**src/rtl/adp_pkg.sv**
```systemverilog
`timescale 1ns / 1ps
package adp_pkg;

  typedef enum logic [7:0] {
    PH_HEADER = 8'b0000_0001,
    PH_COUNT  = 8'b0000_0010,
    PH_NLEN   = 8'b0000_0100,
    PH_NAME   = 8'b0000_1000,
    PH_OFFSET = 8'b0001_0000,
    PH_SIZE   = 8'b0010_0000,
    PH_RESV   = 8'b0100_0000,
    PH_BODY   = 8'b1000_0000
  } phase_e;

  typedef logic [2:0] role_t;
  typedef logic [2:0] err_t;

  localparam role_t ROLE_HEADER = 3'd0;
  localparam role_t ROLE_COUNT  = 3'd1;
  localparam role_t ROLE_NLEN   = 3'd2;
  localparam role_t ROLE_NAME   = 3'd3;
  localparam role_t ROLE_OFFSET = 3'd4;
  localparam role_t ROLE_SIZE   = 3'd5;
  localparam role_t ROLE_RESV   = 3'd6;
  localparam role_t ROLE_BODY   = 3'd7;

  localparam err_t ERR_NONE      = 3'd0;
  localparam err_t ERR_MAGIC     = 3'd1;
  localparam err_t ERR_COUNT     = 3'd2;
  localparam err_t ERR_NAME_LEN  = 3'd3;
  localparam err_t ERR_BOUNDS    = 3'd4;
  localparam err_t ERR_TRUNCATED = 3'd5;

  localparam logic [7:0] CFG_KEY_SEED       = 8'd0;
  localparam logic [7:0] CFG_ARCHIVE_LENGTH = 8'd1;
  localparam logic [7:0] CFG_MAX_ENTRIES    = 8'd2;
  localparam logic [7:0] CFG_MAX_NAME_LEN   = 8'd3;

  localparam logic [63:0] SEED_RESET        = 64'h7F23_BBE3_8FA1_2345;
  localparam logic [63:0] ARCHIVE_LEN_RESET = 64'd0;
  localparam logic [31:0] MAX_ENTRIES_RESET = 32'd10000;
  localparam logic [15:0] MAX_NAME_RESET    = 16'd1024;
  localparam logic [31:0] MAGIC_WORD        = 32'h4341_5044;

  function automatic role_t phase_role(phase_e ph);
    role_t r;
    unique case (ph)
      PH_HEADER: r = ROLE_HEADER;
      PH_COUNT:  r = ROLE_COUNT;
      PH_NLEN:   r = ROLE_NLEN;
      PH_NAME:   r = ROLE_NAME;
      PH_OFFSET: r = ROLE_OFFSET;
      PH_SIZE:   r = ROLE_SIZE;
      PH_RESV:   r = ROLE_RESV;
      default:   r = ROLE_BODY;
    endcase
    return r;
  endfunction

endpackage

```
**src/rtl/archive_decrypt_directory_parser_core.sv**
```systemverilog
`timescale 1ns / 1ps
// Channel  | Direction | Handshake               | Payload
// ---------+-----------+-------------------------+----------------------------------------
// in       | sink      | in_valid_i / in_stall_o | data_byte_i, archive_start_i
// out      | source    | out_valid_o/out_stall_i | plain_byte_o .. directory_done_o
// cfg      | sink      | cfg_valid_i/cfg_ready_o | cfg_index_i, cfg_data_i
//
// One word per cycle unless in_stall_o is high; each result is registered on acceptance.
// The keystream step and parser state update are combinational, which sets the rate.
// Input stalls only while a result is held and out_stall_i is high.
// rst_ni clears the parser and loads register defaults; cfg_ready_o is always high.
module archive_decrypt_directory_parser_core
  import adp_pkg::*;
(
  input  logic        clk_i,
  input  logic        rst_ni,
  input  logic        in_valid_i,
  output logic        in_stall_o,
  input  logic [7:0]  data_byte_i,
  input  logic        archive_start_i,
  output logic        out_valid_o,
  input  logic        out_stall_i,
  output logic [7:0]  plain_byte_o,
  output logic [2:0]  byte_role_o,
  output logic        entry_ready_o,
  output logic [31:0] entry_index_o,
  output logic [15:0] entry_name_length_o,
  output logic [63:0] entry_offset_o,
  output logic [63:0] entry_size_o,
  output logic [2:0]  error_code_o,
  output logic        directory_done_o,
  input  logic        cfg_valid_i,
  output logic        cfg_ready_o,
  input  logic [7:0]  cfg_index_i,
  input  logic [63:0] cfg_data_i
);

  logic [63:0] key_seed_q, archive_len_q;
  logic [31:0] max_entries_q;
  logic [15:0] max_name_q;

  logic [63:0] keystream_q, keystream_d;
  logic [63:0] pos_q, pos_d;
  phase_e      phase_q, phase_d;
  logic [3:0]  cnt_q, cnt_d;
  logic [63:0] acc_q, acc_d;
  logic [15:0] nleft_q, nleft_d;
  logic [15:0] nheld_q, nheld_d;
  logic [31:0] eleft_q, eleft_d;
  logic [31:0] idx_q, idx_d;
  logic [63:0] hoff_q, hoff_d;
  logic [63:0] hsize_q, hsize_d;
  err_t        err_q, err_d;

  logic        out_valid_q;
  logic [7:0]  plain_q;
  role_t       role_q;
  logic        ready_q;
  logic [31:0] oidx_q;
  logic [15:0] onlen_q;
  logic [63:0] ooff_q, osize_q;
  err_t        oerr_q;
  logic        odone_q;

  logic        accept;
  logic [63:0] ks_b, ks1, ks2, ks3;
  logic [63:0] pos_b, acc_b, hoff_b, hsize_b, acc_wr;
  phase_e      phase_b;
  logic [3:0]  cnt_b, cnt_inc;
  logic [15:0] nleft_b, nheld_b, need_len, nleft_dec;
  logic [31:0] eleft_b, idx_b, eleft_dec;
  err_t        err_b;
  logic [64:0] remain, bound_sum;
  logic        fits, ready;
  logic [7:0]  plain;

  assign accept      = in_valid_i & ~in_stall_o;
  assign in_stall_o  = out_valid_q & out_stall_i;
  assign cfg_ready_o = 1'b1;

  always_comb begin
    ks_b    = archive_start_i ? key_seed_q : keystream_q;
    pos_b   = archive_start_i ? 64'd0 : pos_q;
    phase_b = archive_start_i ? PH_HEADER : phase_q;
    cnt_b   = archive_start_i ? 4'd0 : cnt_q;
    acc_b   = archive_start_i ? 64'd0 : acc_q;
    nleft_b = archive_start_i ? 16'd0 : nleft_q;
    nheld_b = archive_start_i ? 16'd0 : nheld_q;
    eleft_b = archive_start_i ? 32'd0 : eleft_q;
    idx_b   = archive_start_i ? 32'd0 : idx_q;
    hoff_b  = archive_start_i ? 64'd0 : hoff_q;
    hsize_b = archive_start_i ? 64'd0 : hsize_q;
    err_b   = archive_start_i ? ERR_NONE : err_q;

    ks1   = ks_b ^ (ks_b >> 12);
    ks2   = ks1 ^ (ks1 << 25);
    ks3   = ks2 ^ (ks2 >> 27);
    plain = data_byte_i ^ ks3[7:0];

    unique case (phase_b)
      PH_COUNT, PH_HEADER, PH_RESV: need_len = 16'd4;
      PH_NLEN:                      need_len = 16'd2;
      PH_NAME:                      need_len = nheld_b;
      PH_OFFSET, PH_SIZE:           need_len = 16'd8;
      default:                      need_len = 16'd0;
    endcase
    remain = {1'b0, archive_len_q} - {1'b0, pos_b};
    fits   = ~remain[64] & (remain[63:0] >= {48'd0, need_len});

    acc_wr    = acc_b | ({56'd0, plain} << {cnt_b[2:0], 3'b000});
    cnt_inc   = cnt_b + 4'd1;
    nleft_dec = (nleft_b != 16'd0) ? nleft_b - 16'd1 : nleft_b;
    eleft_dec = (eleft_b != 32'd0) ? eleft_b - 32'd1 : eleft_b;
    bound_sum = {1'b0, hoff_b} + {1'b0, hsize_b};

    keystream_d = ks3;
    pos_d       = pos_b + 64'd1;
    phase_d     = phase_b;
    cnt_d       = cnt_b;
    acc_d       = acc_b;
    nleft_d     = nleft_b;
    nheld_d     = nheld_b;
    eleft_d     = eleft_b;
    idx_d       = idx_b;
    hoff_d      = hoff_b;
    hsize_d     = hsize_b;
    err_d       = err_b;
    ready       = 1'b0;

    unique case (phase_b)
      PH_HEADER: begin
        if ((cnt_b == 4'd0 || cnt_b == 4'd4) && !fits) begin
          err_d = ERR_TRUNCATED; phase_d = PH_BODY;
        end else if (cnt_inc == 4'd4 && acc_wr[31:0] != MAGIC_WORD) begin
          acc_d = acc_wr; cnt_d = cnt_inc;
          err_d = ERR_MAGIC; phase_d = PH_BODY;
        end else if (cnt_inc >= 4'd8) begin
          phase_d = PH_COUNT; cnt_d = 4'd0; acc_d = 64'd0;
        end else begin
          acc_d = acc_wr; cnt_d = cnt_inc;
        end
      end
      PH_COUNT: begin
        if (cnt_b == 4'd0 && !fits) begin
          err_d = ERR_TRUNCATED; phase_d = PH_BODY;
        end else if (cnt_inc >= 4'd4) begin
          if (acc_wr[31:0] > max_entries_q) begin
            acc_d = acc_wr; cnt_d = cnt_inc;
            err_d = ERR_COUNT; phase_d = PH_BODY;
          end else begin
            eleft_d = acc_wr[31:0];
            idx_d   = 32'd0;
            phase_d = (acc_wr[31:0] == 32'd0) ? PH_BODY : PH_NLEN;
            cnt_d   = 4'd0; acc_d = 64'd0;
          end
        end else begin
          acc_d = acc_wr; cnt_d = cnt_inc;
        end
      end
      PH_NLEN: begin
        if (cnt_b == 4'd0 && !fits) begin
          err_d = ERR_TRUNCATED; phase_d = PH_BODY;
        end else if (cnt_inc >= 4'd2) begin
          if (acc_wr[15:0] == 16'd0 || acc_wr[15:0] > max_name_q) begin
            acc_d = acc_wr; cnt_d = cnt_inc;
            err_d = ERR_NAME_LEN; phase_d = PH_BODY;
          end else begin
            nheld_d = acc_wr[15:0];
            nleft_d = acc_wr[15:0];
            phase_d = PH_NAME; cnt_d = 4'd0; acc_d = 64'd0;
          end
        end else begin
          acc_d = acc_wr; cnt_d = cnt_inc;
        end
      end
      PH_NAME: begin
        if (nleft_b == nheld_b && !fits) begin
          err_d = ERR_TRUNCATED; phase_d = PH_BODY;
        end else begin
          nleft_d = nleft_dec;
          if (nleft_dec == 16'd0) begin
            phase_d = PH_OFFSET; cnt_d = 4'd0; acc_d = 64'd0;
          end
        end
      end
      PH_OFFSET, PH_SIZE: begin
        if (cnt_b == 4'd0 && !fits) begin
          err_d = ERR_TRUNCATED; phase_d = PH_BODY;
        end else if (cnt_inc >= 4'd8) begin
          if (phase_b == PH_OFFSET) begin
            hoff_d = acc_wr; phase_d = PH_SIZE;
          end else begin
            hsize_d = acc_wr; phase_d = PH_RESV;
          end
          cnt_d = 4'd0; acc_d = 64'd0;
        end else begin
          acc_d = acc_wr; cnt_d = cnt_inc;
        end
      end
      PH_RESV: begin
        if (cnt_b == 4'd0 && !fits) begin
          err_d = ERR_TRUNCATED; phase_d = PH_BODY;
        end else if (cnt_inc >= 4'd4) begin
          if (bound_sum[64] || bound_sum[63:0] > archive_len_q) begin
            acc_d = acc_wr; cnt_d = cnt_inc;
            err_d = ERR_BOUNDS; phase_d = PH_BODY;
          end else begin
            ready   = 1'b1;
            idx_d   = idx_b + 32'd1;
            eleft_d = eleft_dec;
            phase_d = (eleft_dec == 32'd0) ? PH_BODY : PH_NLEN;
            cnt_d   = 4'd0; acc_d = 64'd0;
          end
        end else begin
          acc_d = acc_wr; cnt_d = cnt_inc;
        end
      end
      default: begin
      end
    endcase
  end

  always_ff @(posedge clk_i or negedge rst_ni) begin
    if (!rst_ni) begin
      key_seed_q    <= SEED_RESET;
      archive_len_q <= ARCHIVE_LEN_RESET;
      max_entries_q <= MAX_ENTRIES_RESET;
      max_name_q    <= MAX_NAME_RESET;
    end else if (cfg_valid_i) begin
      unique case (cfg_index_i)
        CFG_KEY_SEED:       key_seed_q    <= cfg_data_i;
        CFG_ARCHIVE_LENGTH: archive_len_q <= cfg_data_i;
        CFG_MAX_ENTRIES:    max_entries_q <= cfg_data_i[31:0];
        CFG_MAX_NAME_LEN:   max_name_q    <= cfg_data_i[15:0];
        default: begin
        end
      endcase
    end
  end

  always_ff @(posedge clk_i or negedge rst_ni) begin
    if (!rst_ni) begin
      keystream_q <= SEED_RESET;
      pos_q       <= 64'd0;
      phase_q     <= PH_HEADER;
      cnt_q       <= 4'd0;
      acc_q       <= 64'd0;
      nleft_q     <= 16'd0;
      nheld_q     <= 16'd0;
      eleft_q     <= 32'd0;
      idx_q       <= 32'd0;
      hoff_q      <= 64'd0;
      hsize_q     <= 64'd0;
      err_q       <= ERR_NONE;
    end else if (accept) begin
      keystream_q <= keystream_d;
      pos_q       <= pos_d;
      phase_q     <= phase_d;
      cnt_q       <= cnt_d;
      acc_q       <= acc_d;
      nleft_q     <= nleft_d;
      nheld_q     <= nheld_d;
      eleft_q     <= eleft_d;
      idx_q       <= idx_d;
      hoff_q      <= hoff_d;
      hsize_q     <= hsize_d;
      err_q       <= err_d;
    end
  end

  always_ff @(posedge clk_i or negedge rst_ni) begin
    if (!rst_ni) begin
      out_valid_q <= 1'b0;
    end else if (accept) begin
      out_valid_q <= 1'b1;
    end else if (!out_stall_i) begin
      out_valid_q <= 1'b0;
    end
  end

  always_ff @(posedge clk_i) begin
    if (accept) begin
      plain_q <= plain;
      role_q  <= phase_role(phase_b);
      ready_q <= ready;
      oidx_q  <= idx_b;
      onlen_q <= ready ? nheld_b : 16'd0;
      ooff_q  <= ready ? hoff_b : 64'd0;
      osize_q <= ready ? hsize_b : 64'd0;
      oerr_q  <= err_d;
      odone_q <= (phase_d == PH_BODY) && (err_d == ERR_NONE);
    end
  end

  assign out_valid_o         = out_valid_q;
  assign plain_byte_o        = plain_q;
  assign byte_role_o         = role_q;
  assign entry_ready_o       = ready_q;
  assign entry_index_o       = oidx_q;
  assign entry_name_length_o = onlen_q;
  assign entry_offset_o      = ooff_q;
  assign entry_size_o        = osize_q;
  assign error_code_o        = oerr_q;
  assign directory_done_o    = odone_q;

endmodule

```
**config.mk**
```make
export PLATFORM = sky130hd
export DESIGN_NAME = archive_decrypt_directory_parser_core
export DESIGN_NICKNAME = d
export VERILOG_FILES = /design/src/rtl/adp_pkg.sv /design/src/rtl/archive_decrypt_directory_parser_core.sv
export SDC_FILE = /design/constraint.sdc
export NUM_CORES = 2
export LEC_CHECK = 0
export BUFFER_PORTS_ARGS = -buffer_cell sky130_fd_sc_hd__buf_2
export CORE_UTILIZATION = 35
export CTS_CLUSTER_DIAMETER = 50
export DETAILED_ROUTE_END_ITERATION = 6
export PLACE_DENSITY_LB_ADDON = 0.05
export SYNTH_ARGS = -nofsm -noshare
export SYNTH_HDL_FRONTEND = slang
export SYNTH_SLANG_ARGS = --single-unit
```
**constraint.sdc**
```tcl
create_clock -name clk_i -period 18.9 [get_ports clk_i]
set_input_delay 2.835 -clock clk_i [delete_from_list [all_inputs] [get_ports clk_i]]
set_output_delay 2.835 -clock clk_i [all_outputs]
set_load 0.05 [all_outputs]
```
# ---- Word-level counts from Yosys, hierarchy flattened
# Index checks and enable logic that the tools add are counted.
dict set report totals {
  word_cells 210
  output_inout_bits 195
  reg_bits 800
}
dict set report op_classes {
  shift 1
  n_eq_ne 16
  muxes 119
  n_lt_le_gt_ge 7
  reduce_logical 24
  bitwise_logic 10
  add_sub_neg 7
}
# op count
set op_table {}
lappend op_table {{$mux 64} 28}
lappend op_table {{$mux 32} 15}
lappend op_table {{$pmux 64 s6} 1}
lappend op_table {{$mux 16} 11}
lappend op_table {{$mux 8} 19}
lappend op_table {{$pmux 32 s2} 2}
lappend op_table {{$add 64x64->65} 1}
lappend op_table {{$sub 64x64->65} 1}
lappend op_table {{$add 64x1->64 const B} 1}
lappend op_table {{$ge 64x16->1} 1}
lappend op_table {{$gt 64x64->1} 1}
lappend op_table {{$logic_not 32->1} 2}
lappend op_table {{$mux 4} 16}
lappend op_table {{$or 64x64->64} 1}
lappend op_table {{$pmux 16 s4} 1}
lappend op_table {{$shl 8x6->64} 1}
lappend op_table {{$xor 64x37->64} 1}
lappend op_table {{$xor 64x52->64} 1}
lappend op_table {{$xor 64x64->64} 1}
lappend op_table {{$pmux 8 s6} 1}
lappend op_table {{$mux 3} 14}
lappend op_table {{$add 32x1->32 const B} 1}
lappend op_table {{$gt 32x32->1} 1}
lappend op_table {{$logic_not 16->1} 2}
lappend op_table {{other kinds (39)} 60}

# ---- Depth between registers and ports, before layout
dict set report logic_depth {
  word_depth 15
  mapped_depth 49
  mapped_depth_nobuf 37
}

# ---- Worst setup path before layout
# No wires, ideal clock.
dict set report synth_timing {
  path_type {input to register}
  start {input port archive_start_i}
  end {register acc_q[36]}
  path_stages 46
  path_slack_ps 6311
  required_ps 18779
  t_arrival_ps 12468
  path_cell_list {buf_4 > clkbuf_1 > buf_2 > buf_1 > clkbuf_1 > clkbuf_1 > buf_1 > buf_1 > clkbuf_1 > clkbuf_1 > clkbuf_1 > nor2b_1 > ha_1 > inv_1 > fa_1 > nor2b_1 > o31a_1 > o2111ai_2 > (+10 left out) > o21ai_0 > a21oi_1 > xnor2_1 > ha_1 > nand4_1 > or2_2 > nor3_1 > nand4_1 > nor4_1 > inv_1 > a221oi_1 > o31ai_1 > nor2_2 > o22ai_1 > a2111oi_2 > nor2_2 > buf_4 > a22o_1}
}
dict set report synth_via {
  word_cells_on_any_way 71
  cone_classes {add/sub (4); order compare (7); eq/ne (11); shift (1); mux (27); bitwise (7); reduce/logical (14)}
}
# item line_no
set synth_lines {}
lappend synth_lines {{start, declared} archive_decrypt_directory_parser_core.sv:20} ;# input logic archive_start_i,
lappend synth_lines {{$mux 64 (*)} archive_decrypt_directory_parser_core.sv:92} ;# hsize_b = archive_start_i ? 64'd0 : hsize_q;
lappend synth_lines {{net hsize_b[0]} archive_decrypt_directory_parser_core.sv:67} ;# logic [63:0] pos_b, acc_b, hoff_b, hsize_b, acc_wr;
lappend synth_lines {{$add 64x64->65 (*)} archive_decrypt_directory_parser_core.sv:114} ;# bound_sum = {1'b0, hoff_b} + {1'b0, hsize_b};
lappend synth_lines {{$gt 64x64->1} archive_decrypt_directory_parser_core.sv:204} ;# if (bound_sum[64] || bound_sum[63:0] > archive_len_q) begin
lappend synth_lines {{$logic_or 1x1->1 (*)} archive_decrypt_directory_parser_core.sv:204}
lappend synth_lines {{$mux 64 (*)} archive_decrypt_directory_parser_core.sv:204}
lappend synth_lines {{$mux 64 (*)} archive_decrypt_directory_parser_core.sv:203} ;# end else if (cnt_inc >= 4'd4) begin
lappend synth_lines {{$mux 64 (*)} archive_decrypt_directory_parser_core.sv:201} ;# if (cnt_b == 4'd0 && !fits) begin
lappend synth_lines {{$pmux 64 s6 (*)} archive_decrypt_directory_parser_core.sv:130} ;# unique case (phase_b)
lappend synth_lines {{end signal, assigned} archive_decrypt_directory_parser_core.sv:247} ;# acc_q <= 64'd0;
lappend synth_lines {{end signal, assigned} archive_decrypt_directory_parser_core.sv:260} ;# acc_q <= acc_d;
lappend synth_lines {{end, declared} archive_decrypt_directory_parser_core.sv:46} ;# logic [63:0] acc_q, acc_d;
# The timed path passes the listed nets; every way through them passes the cells marked *.
# A chain may end at the register's enable or synchronous reset.

# ---- Worst setup path in the final report
dict set report layout_timing {
  start {input port archive_start_i}
  end {register ooff_q[43] (netlist: entry_offset_o[43]) (data pin)}
}
dict set report layout_via {
  word_cells_on_any_way 32
  cone_classes {add/sub (3); order compare (3); eq/ne (7); mux (11); bitwise (2); reduce/logical (6)}
}
# item line_no
set layout_lines {}
lappend layout_lines {{$mux 64 (*)} archive_decrypt_directory_parser_core.sv:91} ;# hoff_b = archive_start_i ? 64'd0 : hoff_q;
lappend layout_lines {{net hoff_b[9]} archive_decrypt_directory_parser_core.sv:67}
lappend layout_lines {{$add 64x64->65 (*)} archive_decrypt_directory_parser_core.sv:114}
lappend layout_lines {{$gt 64x64->1} archive_decrypt_directory_parser_core.sv:204}
lappend layout_lines {{$logic_or 1x1->1 (*)} archive_decrypt_directory_parser_core.sv:204}
lappend layout_lines {{$mux 1 (*)} archive_decrypt_directory_parser_core.sv:204}
lappend layout_lines {{$mux 1 (*)} archive_decrypt_directory_parser_core.sv:203}
lappend layout_lines {{$mux 1 (*)} archive_decrypt_directory_parser_core.sv:201}
lappend layout_lines {{$mux 1 (*)} archive_decrypt_directory_parser_core.sv:130}
lappend layout_lines {{end signal, assigned} archive_decrypt_directory_parser_core.sv:288} ;# ooff_q <= ready ? hoff_b : 64'd0;
lappend layout_lines {{end, declared} archive_decrypt_directory_parser_core.sv:61} ;# logic [63:0] ooff_q, osize_q;
# Marks and branches as above.

==> metrics <==
Slew headroom=0.171; vias in the first global route=41800; grt ovf=0; max incr delay on CP=700 ps; Final Max Tran Viols=0; mux cell area share after synthesis=0.0494; Fin Setup TNS=0 ps; period utilization=0.690; 1st-iter DRT viols=3668; critical path class=input port to flop; FILL cells=14500; clk_lat worst skew=760 ps; Vias=43300; Post-CTS Setup Inserts=0; die width=385 um; Resized cells post-CTS=0; Final Hold Fails=0; Area Overhead vs Synth=14.5%; Lkg Pwr=26.2 nW; drt pass-1 iters=6; Synth Area in Adders=0.0650; Yosys top cell area share=0.259; arrival time worst endpoint=13660 ps; sequential share of the synthesized area=0.411; ys async rst share=0.760; via/cell ratio=5.63; CP Launch Type=input port; synthesized area=51200 um2; unrepaired setup endpoints after global routing=false; Max Root-Sink Buffers=3; Power Total=7.04 mW; Worst Skew=56.3 ps; Final ANT Viol Nets=0; multi-input logic area=28200 um2; nets=6011; total I/O pin count=281; setup violators final=0; status=complete, no violations; hold slack=480 ps; Synth Area in Compound Gates=0.190; initial antenna violation count=9; num rows=140; CTS Sinks=800; wire length per cell=26.8 um; prevailing post-synth register cell=dfrtp_1; Sequential Area=21100 um2; worst slack, placed=5190 ps; Final Util=0.403; Synth cell types=123; Total GRT Usage=0.276; fin area=58700 um2; Req. time, crit path=19510 ps; Critical-path top delay cell=buf_4; dpl cells=7456; synth warn=0; fin crit period=13050 ps; layout cells sized above 1=0.167; pin count of the biggest net entering global routing=130; routed wire length=206000 um; syn_area_per_cell=9.37 um2; CTS Buf Count=119; CTS tree=done; Syn Inst Count=5464; XOR/XNOR Fraction of Synth Area=0.0684; first-pass GRT wire length=301000 um; type of the most critical hold path=flop to flop; fmax=76.6 MHz; cts hold-fix bufs=0; DP Wirelength=156000 um; die height=385 um; VDD IR max=0.0842 mV; clock transition at the registers of the reported paths=60 ps; Placed Instance Area=54600 um2; power per cell area=120 nW/um2; post-synthesis register bit count=800; most common cell after layout, fill and taps aside=nand2_1; final cell count without fillers=7684; CP endpoint kind=flop; largest family of logic cells by synthesized area=compound AO/OA/AOI/OAI gates; final worst slack=5850 ps; initial cell density of the core=0.352; port bufs=279; Crit Path Max Fanout=105; Max Cap Viol=0; actual slew at the worst max-slew pin=1240 ps; CTS root buffer=clkbuf_16; syn nets=5815; Final GP Congestion=0.935; Core Region=145000 um2; drc violations=0; most frequent cells in the layout=590 x nand2_1, 531 x dfrtp_1, 350 x a21oi_1, 350 x o21ai_0, 310 x nor2_1; H-Tree Depth=3; Post-synth EDFFs=192; Synth area leader=dfrtp_1; Die ar.=148000 um2; simple-gate share of the synthesized area=0.175; top post-synthesis cells by area=dfrtp_1 26%, edfxtp_1 11%, ha_1 6.4%
[worst max-delay path: cells and delay by family]
kind | cells | cell delay [ps]
buffers and inverters | 6 | 2220
adder cells (fa/ha/maj) | 2 | 680
XOR/XNOR | 1 | 100
AND/OR/NAND/NOR | 11 | 3130
AO/OA/AOI/OAI | 15 | 4210
[logic make-up (layout without fill, tap and decap cells)]
logic type	Yosys count	after routing
AOI/OAI and AO/OA	1471	1471
xor gates and xnor gates	383	383
adders and majority gates	265	265
buffers and inverters	519	821
DFF	800	800
muxes	228	228
other	1	2
and+or+nand+nor	1797	1797
[sequential cells by signal (all words and copies together) (netlist names), 64 cells and up]
| name | flops |
|---|---|
| key_seed_q | 64 |
| hsize_q | 64 |
| entry_size_o | 64 |
| archive_len_q | 64 |
| hoff_q | 64 |
| pos_q | 64 |
| acc_q | 64 |
| entry_offset_o | 64 |
| keystream_q | 64 |
[area by class of cell]
cell class	instances	share of cell area
repair buffers	360	0.0349
well taps	1917	0.0409
multi-input cells	4145	0.480
clock buffers	144	0.0537
clock inverters	83	0.0154
diodes	1	0.0000427
inverters	234	0.0153
flip-flops and latches	800	0.359
[final timing paths]
path,from,cells past startpoint,slack (ps),end
max,archive_start_i,35,5850,entry_offset_o[43]
min in group asynchronous,rst_ni,1,2090,hsize_q[58]
min reg2reg,err_q[0],2,480,err_q[0]
min,err_q[0],2,480,err_q[0]
max in group asynchronous,rst_ni,5,13400,keystream_q[35]
max reg2reg,hoff_q[9],34,8180,entry_offset_o[43]
[cells in the mapped netlist, drive strengths merged, types with 18 or more instances]
cell type / count
xor2: 143
a21o: 129
o21a: 31
nor2: 319
o2bb2ai: 32
o21ai: 407
or2: 21
a22oi: 18
inv: 234
nand4: 101
a21oi: 367
o21bai: 21
edfxtp: 192
dfrtp: 531
nor2b: 229
clkbuf: 205
mux2: 185
mux2i: 43
nor4: 45
o221ai: 36
xnor2: 233
o22ai: 53
nand2b: 28
a22o: 104
dfstp: 77
a31oi: 36
buf: 80
nand2: 597
o31ai: 28
and2: 166
ha: 263
or3: 24
a211oi: 25
and3: 27
nor3: 111
nand3: 76
o211ai: 32
[metal layers]
metal,GRT usage,vias up,wire (um)
li1,-,20100,-
met1,0.381,21600,92800
met2,0.440,1355,94500
met3,0.0341,277,10900
met4,0.104,6,7990
met5,0,-,34
[power breakdown]
group / internal (mW) / switching, mW
clock: 1.33 / 0.935
combinational: 0.812 / 1.87
sequential: 1.96 / 0.135
Note: power is estimated with default switching activity, not from simulation.
